$ cat src/sv/rld_pkg.sv
// Shared types and constants of the block repeat decompressor.
package rld_pkg;

  // Default build parameters
  localparam int unsigned DEF_GROUP_DEPTH = 9;
  localparam int unsigned DEF_OUT_LANES   = 8;
  localparam int unsigned DEF_COUNT_WIDTH = 24;

  // Field and counter widths
  localparam int unsigned BYTE_W  = 8;
  localparam int unsigned LIMIT_W = 24;
  localparam int unsigned GLEN_W  = 4;   // group length and fill, up to nine bytes
  localparam int unsigned REP_W   = 7;   // extra copies, up to 64
  localparam int unsigned BEAT_W  = 4;
  localparam int unsigned VB_W    = 4;
  localparam int unsigned OUT_W   = 64;

  // Most beats one input byte may cause
  localparam int unsigned MAX_BEATS = 10;

  // Header decode constants
  localparam logic [7:0] HDR_SINGLE  = 8'h80;  // first single repeat header
  localparam logic [7:0] SINGLE_BIAS = 8'h7F;  // single repeat copies = header - bias
  localparam logic [3:0] GRP_BASE    = 4'hB;   // group length base on the high nibble
  localparam logic [7:0] HI_MASK     = 8'hF0;
  localparam logic [7:0] LO_MASK     = 8'h0F;

  localparam logic [LIMIT_W-1:0] LIMIT_RESET = 24'hFF_FFFF;

  // What one accepted data byte hands to the sequencer
  typedef struct packed {
    logic              data;      // byte is a data byte, not a header
    logic [GLEN_W-1:0] wr_idx;    // store entry that takes the byte
    logic [GLEN_W-1:0] last_idx;  // store entry that closes one pass
    logic [REP_W-1:0]  reps;      // passes over the store after the byte itself
  } step_t;

  // Sequencer to packer
  typedef struct packed {
    logic              start;
    logic              push;
    logic              fin;
    logic [BYTE_W-1:0] data;
  } pk_cmd_t;

endpackage

$ cat src/sv/rld_parser.sv
// Header decoder and parser state of the block repeat decompressor.
module rld_parser
  import rld_pkg::*;
(
  input  logic              clk_i,
  input  logic              rst_ni,
  input  logic              accept_i,
  input  logic [BYTE_W-1:0] byte_in_i,
  input  logic              new_image_i,
  output step_t             step_o
);

  typedef enum logic [1:0] {
    KIND_LITERAL = 2'd0,
    KIND_SINGLE  = 2'd1,
    KIND_GROUP   = 2'd2
  } kind_e;

  logic              expect_q, expect_d;
  kind_e             kind_q, kind_d;
  logic [7:0]        left_q, left_d;
  logic [GLEN_W-1:0] glen_q, glen_d;
  logic [REP_W-1:0]  rep_q, rep_d;
  logic [GLEN_W-1:0] fill_q, fill_d;

  logic              eff_expect;
  kind_e             eff_kind;
  logic [GLEN_W-1:0] eff_fill;
  logic [3:0]        hi, lo;
  logic [7:0]        left_dec;
  logic              complete;

  // New image abandons whatever command was open
  assign eff_expect = new_image_i | expect_q;
  assign eff_kind   = new_image_i ? KIND_LITERAL : kind_q;
  assign eff_fill   = new_image_i ? '0 : fill_q;

  assign hi       = 4'((byte_in_i & HI_MASK) >> 4);
  assign lo       = 4'(byte_in_i & LO_MASK);
  assign left_dec = (left_q == 8'd0) ? 8'd0 : left_q - 8'd1;
  assign complete = ({1'b0, eff_fill} + 5'd1) >= {1'b0, glen_q};

  // Next parser state and the step handed to the sequencer
  always_comb begin
    expect_d = expect_q;
    kind_d   = kind_q;
    left_d   = left_q;
    glen_d   = glen_q;
    rep_d    = rep_q;
    fill_d   = eff_fill;
    step_o   = '0;
    if (eff_expect) begin
      expect_d = 1'b0;
      fill_d   = '0;
      if (byte_in_i < HDR_SINGLE) begin
        kind_d = KIND_LITERAL;
        left_d = byte_in_i + 8'd1;
      end else if (hi <= GRP_BASE) begin
        kind_d = KIND_SINGLE;
        glen_d = GLEN_W'(1);
        rep_d  = REP_W'(byte_in_i - SINGLE_BIAS);
      end else begin
        kind_d = KIND_GROUP;
        glen_d = ((hi - GRP_BASE) << 1) + {3'b000, lo[3]};
        rep_d  = {4'b0000, lo[2:0]} + REP_W'(1);
      end
    end else if (eff_kind == KIND_LITERAL) begin
      step_o.data = 1'b1;
      left_d      = left_dec;
      if (left_dec == 8'd0) begin
        expect_d = 1'b1;
      end
    end else begin
      step_o.data   = 1'b1;
      step_o.wr_idx = eff_fill;
      if (complete) begin
        step_o.last_idx = eff_fill;
        step_o.reps     = rep_q;
        expect_d        = 1'b1;
        fill_d          = '0;
      end else begin
        step_o.last_idx = eff_fill;
        fill_d          = eff_fill + GLEN_W'(1);
      end
    end
  end

  // Parser registers move only on an accepted beat
  always_ff @(posedge clk_i or negedge rst_ni) begin
    if (!rst_ni) begin
      expect_q <= 1'b1;
      kind_q   <= KIND_LITERAL;
      left_q   <= '0;
      glen_q   <= '0;
      rep_q    <= '0;
      fill_q   <= '0;
    end else if (accept_i) begin
      expect_q <= expect_d;
      kind_q   <= kind_d;
      left_q   <= left_d;
      glen_q   <= glen_d;
      rep_q    <= rep_d;
      fill_q   <= fill_d;
    end
  end

endmodule

$ cat src/sv/rld_packer.sv
// Byte packer and output register: gathers expanded bytes into beats.
module rld_packer
  import rld_pkg::*;
#(
  parameter int unsigned OUT_LANES = DEF_OUT_LANES
) (
  input  logic                     clk_i,
  input  logic                     rst_ni,
  input  pk_cmd_t                  cmd_i,
  output logic                     stall_o,
  output logic                     out_valid_o,
  input  logic                     out_ready_i,
  output logic [OUT_LANES*8-1:0]   out_data_o,
  output logic [VB_W-1:0]          out_count_o,
  output logic                     out_last_o
);

  localparam int unsigned CNT_W = $clog2(OUT_LANES + 1);

  logic [OUT_LANES-1:0][7:0] lanes_q;
  logic [CNT_W-1:0]          cnt_q;
  logic [BEAT_W-1:0]         beats_q;
  logic                      ovalid_q;
  logic [OUT_LANES*8-1:0]    obytes_q;
  logic [VB_W-1:0]           ocnt_q;
  logic                      olast_q;

  logic full, capped, out_free, push_spill, fin_send, send;

  assign full       = cnt_q == CNT_W'(OUT_LANES);
  assign capped     = beats_q == BEAT_W'(MAX_BEATS - 1);
  assign out_free   = !ovalid_q || out_ready_i;
  // A full beat leaves once another byte needs its room or the run finishes
  assign push_spill = cmd_i.push && full && !capped;
  assign fin_send   = cmd_i.fin && (cnt_q != '0);
  assign stall_o    = (push_spill || fin_send) && !out_free;
  assign send       = (push_spill || fin_send) && out_free;

  // Control: lane count, beat count, output valid
  always_ff @(posedge clk_i or negedge rst_ni) begin
    if (!rst_ni) begin
      cnt_q    <= '0;
      beats_q  <= '0;
      ovalid_q <= 1'b0;
    end else begin
      if (send) begin
        ovalid_q <= 1'b1;
      end else if (out_ready_i) begin
        ovalid_q <= 1'b0;
      end
      if (cmd_i.start) begin
        cnt_q   <= '0;
        beats_q <= '0;
      end else if (cmd_i.push && !stall_o) begin
        if (push_spill) begin
          cnt_q   <= CNT_W'(1);
          beats_q <= beats_q + BEAT_W'(1);
        end else if (!full) begin
          cnt_q <= cnt_q + CNT_W'(1);
        end
      end else if (cmd_i.fin && !stall_o) begin
        cnt_q <= '0;
      end
    end
  end

  // Lane contents and output payload; unused lanes stay zero
  always_ff @(posedge clk_i) begin
    if (send) begin
      obytes_q <= lanes_q;
      ocnt_q   <= VB_W'(cnt_q);
      olast_q  <= cmd_i.fin;
    end
    if (cmd_i.start) begin
      lanes_q <= '0;
    end else if (cmd_i.push && !stall_o) begin
      if (push_spill) begin
        // new beat opens with this byte in lane 0
        lanes_q <= (OUT_LANES*8)'(cmd_i.data);
      end else begin
        for (int i = 0; i < OUT_LANES; i++) begin
          if (cnt_q == CNT_W'(i)) begin
            lanes_q[i] <= cmd_i.data;
          end
        end
      end
    end
  end

  assign out_valid_o = ovalid_q;
  assign out_data_o  = obytes_q;
  assign out_count_o = ocnt_q;
  assign out_last_o  = olast_q;

endmodule

$ cat src/sv/block_repeat_decompressor.sv
// Top level of the block repeat decompressor: store, byte sequencer, limit counter.
//
//   channel | direction | handshake               | payload
//   in      | input     | in_valid_i / in_ready_o | byte_in_i, new_image_i
//   out     | output    | out_valid_o/out_ready_i | out_bytes_o, valid_bytes_o, last_of_run_o
//   cfg     | input     | cfg_valid_i/cfg_ready_o | output_limit_i
//
// A header byte leaves the sequencer idle, so input stays ready.
// A data byte takes the sequencer from idle to emit, which sends the N bytes it expands
// to below the limit, then to flush and back to idle; when the limit cuts off bytes still
// to come, emit sees the limit reached and moves to flush. The shared byte unit reads one
// group store entry and counts one byte a cycle while the packer does not stall; a beat
// handoff that waits on the held output register stalls it; input is not ready meanwhile.
// Reset is asynchronous; no clearing pass, the limit resets to its maximum.
module block_repeat_decompressor
  import rld_pkg::*;
#(
  parameter int unsigned GROUP_DEPTH = DEF_GROUP_DEPTH,
  parameter int unsigned OUT_LANES   = DEF_OUT_LANES,
  parameter int unsigned COUNT_WIDTH = DEF_COUNT_WIDTH
) (
  input  logic               clk_i,
  input  logic               rst_ni,
  input  logic               in_valid_i,
  output logic               in_ready_o,
  input  logic [BYTE_W-1:0]  byte_in_i,
  input  logic               new_image_i,
  output logic               out_valid_o,
  input  logic               out_ready_i,
  output logic [OUT_W-1:0]   out_bytes_o,
  output logic [VB_W-1:0]    valid_bytes_o,
  output logic               last_of_run_o,
  input  logic               cfg_valid_i,
  output logic               cfg_ready_o,
  input  logic [LIMIT_W-1:0] output_limit_i
);

  localparam int unsigned IDX_W = $clog2(GROUP_DEPTH);

  typedef enum logic [1:0] {
    ST_IDLE  = 2'd0,
    ST_EMIT  = 2'd1,
    ST_FLUSH = 2'd2
  } state_e;

  state_e                 state_q;
  logic [LIMIT_W-1:0]     limit_q;
  logic [COUNT_WIDTH-1:0] written_q;
  logic [IDX_W-1:0]       rp_q, last_q;
  logic [REP_W-1:0]       rep_left_q;
  logic [BYTE_W-1:0]      store_q [GROUP_DEPTH];

  logic                   accept;
  step_t                  step;
  pk_cmd_t                pk_cmd;
  logic                   pk_stall;
  logic [COUNT_WIDTH-1:0] limit_w;
  logic                   below_limit;
  logic [OUT_LANES*8-1:0] pk_data;

  assign in_ready_o  = state_q == ST_IDLE;
  assign accept      = in_valid_i && in_ready_o;
  assign cfg_ready_o = 1'b1;
  assign limit_w     = COUNT_WIDTH'(limit_q);
  assign below_limit = written_q < limit_w;

  rld_parser u_parser (
    .clk_i       (clk_i),
    .rst_ni      (rst_ni),
    .accept_i    (accept),
    .byte_in_i   (byte_in_i),
    .new_image_i (new_image_i),
    .step_o      (step)
  );

  // Limit register
  always_ff @(posedge clk_i or negedge rst_ni) begin
    if (!rst_ni) begin
      limit_q <= LIMIT_RESET;
    end else if (cfg_valid_i && cfg_ready_o) begin
      limit_q <= output_limit_i;
    end
  end

  // Group store: one write port, one read port at the sequencer pointer
  always_ff @(posedge clk_i) begin
    if (accept && step.data) begin
      store_q[IDX_W'(step.wr_idx)] <= byte_in_i;
    end
  end

  // Packer commands
  always_comb begin
    pk_cmd       = '0;
    pk_cmd.start = accept && step.data;
    pk_cmd.data  = store_q[rp_q];
    pk_cmd.push  = (state_q == ST_EMIT) && below_limit;
    pk_cmd.fin   = state_q == ST_FLUSH;
  end

  // Sequencer: walks the store one byte a cycle unless stalled, counts bytes against the limit
  always_ff @(posedge clk_i or negedge rst_ni) begin
    if (!rst_ni) begin
      state_q    <= ST_IDLE;
      written_q  <= '0;
      rp_q       <= '0;
      last_q     <= '0;
      rep_left_q <= '0;
    end else begin
      unique case (state_q)
        ST_IDLE: begin
          if (accept) begin
            if (new_image_i) begin
              written_q <= '0;
            end
            if (step.data) begin
              rp_q       <= IDX_W'(step.wr_idx);
              last_q     <= IDX_W'(step.last_idx);
              rep_left_q <= step.reps;
              state_q    <= ST_EMIT;
            end
          end
        end
        ST_EMIT: begin
          if (!below_limit) begin
            state_q <= ST_FLUSH;
          end else if (!pk_stall) begin
            written_q <= written_q + COUNT_WIDTH'(1);
            if (rp_q == last_q) begin
              if (rep_left_q == '0) begin
                state_q <= ST_FLUSH;
              end else begin
                rep_left_q <= rep_left_q - REP_W'(1);
                rp_q       <= '0;
              end
            end else begin
              rp_q <= rp_q + IDX_W'(1);
            end
          end
        end
        ST_FLUSH: begin
          if (!pk_stall) begin
            state_q <= ST_IDLE;
          end
        end
        default: begin
          state_q <= ST_IDLE;
        end
      endcase
    end
  end

  rld_packer #(
    .OUT_LANES (OUT_LANES)
  ) u_packer (
    .clk_i       (clk_i),
    .rst_ni      (rst_ni),
    .cmd_i       (pk_cmd),
    .stall_o     (pk_stall),
    .out_valid_o (out_valid_o),
    .out_ready_i (out_ready_i),
    .out_data_o  (pk_data),
    .out_count_o (valid_bytes_o),
    .out_last_o  (last_of_run_o)
  );

  assign out_bytes_o = OUT_W'(pk_data);

endmodule

$ cat config.mk
export PLATFORM = sky130hd
export DESIGN_NAME = block_repeat_decompressor
export DESIGN_NICKNAME = d
export VERILOG_FILES = /design/src/sv/rld_pkg.sv /design/src/sv/rld_parser.sv /design/src/sv/rld_packer.sv /design/src/sv/block_repeat_decompressor.sv
export SDC_FILE = /design/constraint.sdc
export NUM_CORES = 1
export LEC_CHECK = 0
export BUFFER_PORTS_ARGS = -buffer_cell sky130_fd_sc_hd__buf_2
export CAP_MARGIN = 10
export CORE_UTILIZATION = 35
export DETAILED_ROUTE_END_ITERATION = 10
export GPL_TIMING_DRIVEN = 0
export PLACE_DENSITY = 0.63
export SETUP_SLACK_MARGIN = 0.05
export SLEW_MARGIN = 10
export SYNTH_ARGS = -nofsm -noshare
export SYNTH_HDL_FRONTEND = slang
export SYNTH_SLANG_ARGS = --single-unit
$ cat constraint.sdc
create_clock -name clk_i -period 16.6 [get_ports clk_i]
set_input_delay 3.32 -clock clk_i [delete_from_list [all_inputs] [get_ports clk_i]]
set_output_delay 3.32 -clock clk_i [all_outputs]
set_load 0.02 [all_outputs]
After elaboration in Yosys (flattened, before gate mapping)
Memories as Yosys holds them, arrays and structs flattened.
Index checks and enable logic that the tools add are counted.
Storage, ports and cells
  register bits after elaboration: 233
  bits in writable memories: 72
  output and inout bits: 72
  word-level logic and storage cells: 198
  memories kept: 1
Memory list
  store_q: depth 9, width 8, read ports 1, clocked after Yosys merged registers in 0, write ports 1, line block_repeat_decompressor.sv:51  | logic [BYTE_W-1:0] store_q [GROUP_DEPTH];
Operators by class
  $add $sub $neg: 13
  $lt $le $gt $ge: 4
  equality and inequality tests: 27
  muxes and demuxes: 68
  bitwise logic cells: 2
  reduce and logical (&&, ||, !) cells: 57
Operators by type and width (number)
  $mux W24: 4
  $mux W8: 12
  $mux W4: 19
  $mux W64: 1
  $mux W7: 8
  $pmux W24 S2: 1
  $reduce_bool A2 Y1: 13
  $add A24 B1 Y24 const B: 1
  $lt A24 B24 Y1: 1
  $reduce_and A2 Y1: 11
  $mux W2: 10
  $add A4 B1 Y4 const B: 4
  $eq A4 B3 Y1 const B: 4
  $logic_not A8 Y1: 2
  $mux W16: 1
  $mux W15: 1
  $pmux W7 S2: 1
  $reduce_and A3 Y1: 4
  $reduce_and A6 Y1: 2
  $logic_and A1 B1 Y1: 10
  $ne A2 B2 Y1 const B: 5
  $ne A3 B2 Y1 const B: 3
  $add A8 B1 Y8 const B: 1
  $eq A4 B2 Y1 const B: 2
  other kinds (32): 50

Longest topological paths before layout
  depth after elaboration: 11
  gate-level depth with buffers: 11

Hierarchy
From an unflattened synthesis, not the netlist that was laid out.
Unflattened totals
  cells, all modules: 1149
  area, all modules: 13629.3 µm²
Modules (own cells, without submodules)
  block_repeat_decompressor: times used 1, cells each 573, area an instance 6626.4 µm², sequential area each 3818.7 µm²
  rld_packer: times used 1, cells each 371, area an instance 5221.3 µm², sequential area each 3578.4 µm²
  rld_parser: times used 1, cells each 205, area an instance 1781.7 µm², sequential area each 651.9 µm²

Worst setup path before layout
Ideal clock, no wire load.
  kind: input port to flip-flop
  start: input out_ready_i
  end: register u_packer.ocnt_q[0] (netlist: u_packer.out_count_o[0]), enable pin
  library setup time: 497 ps
  arrival: 6284 ps
  data required time: 16103 ps
  slack: 9819 ps
  stages: 2
  buffers on the path: 0
  path through: nor2b_1 nor2_1
On the way
  word-level cells in the longest chain between the ends: 2
RTL lines
  start, declared: line block_repeat_decompressor.sv:29  | input logic out_ready_i,
  $logic_or A1 B1 Y1: line rld_packer.sv:32  | assign out_free = !ovalid_q || out_ready_i;
  $logic_and A1 B1 Y1: line rld_packer.sv:37  | assign send = (push_spill || fin_send) && out_free;
  via u_packer.send: line rld_packer.sv:28  | logic full, capped, out_free, push_spill, fin_send, send;
  end signal, assigned: line rld_packer.sv:71  | ocnt_q <= VB_W'(cnt_q);
  end, declared: line rld_packer.sv:25  | logic [VB_W-1:0] ocnt_q;
The timed path passes the listed nets, and every way through them passes these cells.
A chain may end at the register's enable or synchronous reset.

Final worst setup path
  start: input new_image_i
  end: memory store_q[3][5], enable pin
On the way
  word-level cells in the longest chain between the ends: 5
RTL lines
  start, declared: line block_repeat_decompressor.sv:27  | input logic new_image_i,
  $or A1 B1 Y1: line rld_parser.sv:34  | assign eff_expect = new_image_i | expect_q;
  $mux W16 (*): line rld_parser.sv:52  | if (eff_expect) begin
  $logic_and A1 B1 Y1: line block_repeat_decompressor.sv:87  | if (accept && step.data) begin
  $mux W1: line block_repeat_decompressor.sv:87
  $mux W1 (implied by the code): line block_repeat_decompressor.sv:88  | store_q[IDX_W'(step.wr_idx)] <= byte_in_i;
  end, declared: line block_repeat_decompressor.sv:51
Every way passes the cells marked *; elsewhere a longest branch is shown, timed or not.

==> run summary <==
Post-CTS Resized: 0
power share of the sequential group: 0.455
Final Hold Viols: 0
commonest non-fill, non-tap cell in the layout: edfxtp_1
VDD IR-drop max: 0.0000874 V
Avg Synthesized Cell Area: 12.2 um2
worst min path class: register to register
# clock sinks: 305
initial antenna violation count: 1
Port Buffers: 106
final setup fails: 0
Ports: 110
critical path class: primary input to register
WL final: 27.8 mm
final core utilization: 0.421
total overflow reported by the global router: 0
H-tree depth: 1
FF+latch count, synth: 305
outcome: finished, violations left
CP Capture Type: register
Clock Pin Slew Worst Setup and Hold Paths: 0.06 ns
synthesized area: 12,800 um2
pin count of the biggest net entering global routing: 60
CP arrival: 6.23 ns
RSZ-0062 raised after global routing: false
xor/xnor share of the synthesized area: 0.0191
Post-Syn Instances: 1,051
Synth Area in Compound Gates: 0.127
Syn. warnings: 0
Net Sw Power: 599 uW
ANT nets after route: 0
die area: 37,400 um2
CTS tree: yes
first-pass GRT wire length: 45.4 mm
Final Critical Period: 5.96 ns
most frequent cells in the layout: 141 x edfxtp_1, 109 x buf_2, 101 x nand2_1
fmax: 0.168 GHz
Max Buffers Root-to-Sink: 3
DR top layer: met4
Pint: 1.42 mW
routed vias: 8,536
Max Fanout on Critical Path: 10
sequential share of the synthesized area: 0.627
fraction of registers with async set/reset: 0.328
number of global-route vias before repair: 8,330
Rows: 69
largest family of logic cells by synthesized area: compound AO/OA/AOI/OAI gates
layout cell share with drive strength beyond 1: 0.186
Clock Latency Late Sink: 0.57 ns
most used flip-flop cell after synthesis: edfxtp_1
fin crit share: 0.359
switching share of power: 0.296
DRC: 24
Tot GR Track Use: 0.150
Setup TNS: 0 ns
detailed placement HPWL: 19.7 mm
met3 wire len: 1.53 mm
failing checks: DRC
Slew HR: 0.303
WL met2: 12.7 mm
Worst EP required: 16.87 ns
Logic pwr share: 0.203
nets@finish: 1,275
Final Max Slew Viols: 0
die width: 194 um
clk root buf: clkbuf_16
clock group share of total power: 0.341
Num CTS Buffers: 30
leakage power: 6.00 nW
core area: 35,800 um2
hold buffer count at cts: 0
net count after synthesis: 1,130
number of library cell types mapped by synthesis: 59
overall power: 2.02 mW
Layout area overhead: 17.6%
GP Congestion: 0.826
postcts setup bufs: 0
Pre-Repair DR Iteration Count: 8
pwr dens: 134 nW/um2
vias per cell: 5.07
number of max-cap violations: 0
mux cell area share after synthesis: 0.0472
initial DRC count: 647
Worst-Margin Slew: 1.04 ns
nature of the critical path startpoint: primary input
post-route clock skew: 0.0103 ns
simple-gate share of the synthesized area: 0.111
Post-Synth Adder-Cell Area: 0.0400
Post-synth EDFFs: 141
Initial Util: 0.358
die height: 194 um
mean routed wirelength per cell: 16.5 um
routed metal-1 wire length: 13.0 mm
[stage by stage]
step	hold WS [ns]	setup slack [ns]	area (um2)	instances
after floorplan	0.408	9.82	12800	1051
after global placement	0.414	8.48	13900	1618
after detailed placement	0.416	9.75	14000	1623
after CTS	0.429	10.36	15100	1679
after global routing	0.434	10.47	15100	1681
final	0.434	10.64	15100	1683
[path summary, 6_finish.rpt]
kind	from	end	slack, ns	cells past startpoint
hold / removal	u_packer.lanes_q[41]	u_packer.out_data_o[41]	0.43	0
setup reg to reg	state_q[0]	store_q[3][5]	12.90	8
min in group asynchronous	rst_ni	written_q[15]	2.68	1
max in group asynchronous	rst_ni	u_parser.expect_q	13.24	2
hold reg to reg	u_packer.lanes_q[41]	u_packer.out_data_o[41]	0.43	0
setup / recovery	new_image_i	store_q[3][5]	10.64	7
[synthesized netlist by cell type, types with 6 or more instances]
master	instances	area (um2)
edfxtp_1	141	4230
nand2_1	101	379
o21ai_0	90	450
dfrtp_1	75	1880
nor2_1	72	270
dfxtp_1	64	1280
a22o_1	62	543
inv_1	45	169
clkbuf_1	43	161
ha_1	41	513
a21oi_1	30	150
dfstp_2	25	657
xnor2_1	25	219
nor3_1	24	120
mux2i_1	20	200
nand3_1	18	90.1
mux4_2	16	360
nor2b_1	15	93.8
nand2b_1	14	87.6
o31ai_1	10	75.1
nor4_1	9	56.3
a31oi_1	8	50.1
and3_1	8	50.1
nand4_1	8	50.1
a21o_1	7	52.6
o211ai_1	6	45.0
or3_1	6	37.5
[per-layer routing]
layer | vias up | track usage
li1 | 4160 | -
met1 | 4142 | 0.208
met2 | 194 | 0.241
met3 | 40 | 0.0284
met4 | 0 | 0.0385
met5 | - | 0
[cell families (layout without fill, tap and decap cells)]
group                    count (synthesis)  in the layout
flip-flops                             305            305
XOR/XNOR                                28             28
other                                    1              3
buffers and inverters                   94            263
multiplexers                            40             40
AO/OA/AOI/OAI                          242            242
adder cells (fa/ha/maj)                 41             41
AND/OR/NAND/NOR                        300            300
[power groups by stage]
stage,clock [mW],sequential [mW],combinational [mW]
global placement,0,0.935,0.403
floorplan,0,0.925,0.292
global route,0.735,0.931,0.466
detailed placement,0,0.936,0.414
finish,0.691,0.921,0.412
CTS,0.707,0.921,0.416
[registers in the layout (all words and copies together), names as in the netlist]
name	flops
last_q	4
limit_q	24
rep_left_q	7
rp_q	4
state_q	2
store_q	72
u_packer.beats_q	4
u_packer.cnt_q	4
u_packer.lanes_q	64
u_packer.out_count_o	4
u_packer.out_data_o	64
u_packer.out_last_o	1
u_packer.out_valid_o	1
u_parser.expect_q	1
u_parser.fill_q	4
u_parser.glen_q	4
u_parser.kind_q	2
u_parser.left_q	8
u_parser.rep_q	7
written_q	24
[worst max-delay path, stage by stage]
cell,delay (ns)
clkbuf_1,0.16
or2_2,0.37
nor2_1,0.56
clkbuf_1,0.53
o21ai_0,0.36
nor3_1,0.62
buf_2,0.31
[cell type report]
type,count,area (um2)
fillers,3288,20700
flip-flops and latches,305,8050
multi-input cells,652,4450
clock buffers,37,787
repair buffers,113,629
well taps,461,577
clock inverters,19,231
plain buffers,49,191
inverters,45,169
diodes,2,5.00
Note: power is estimated with default switching activity, not from simulation.
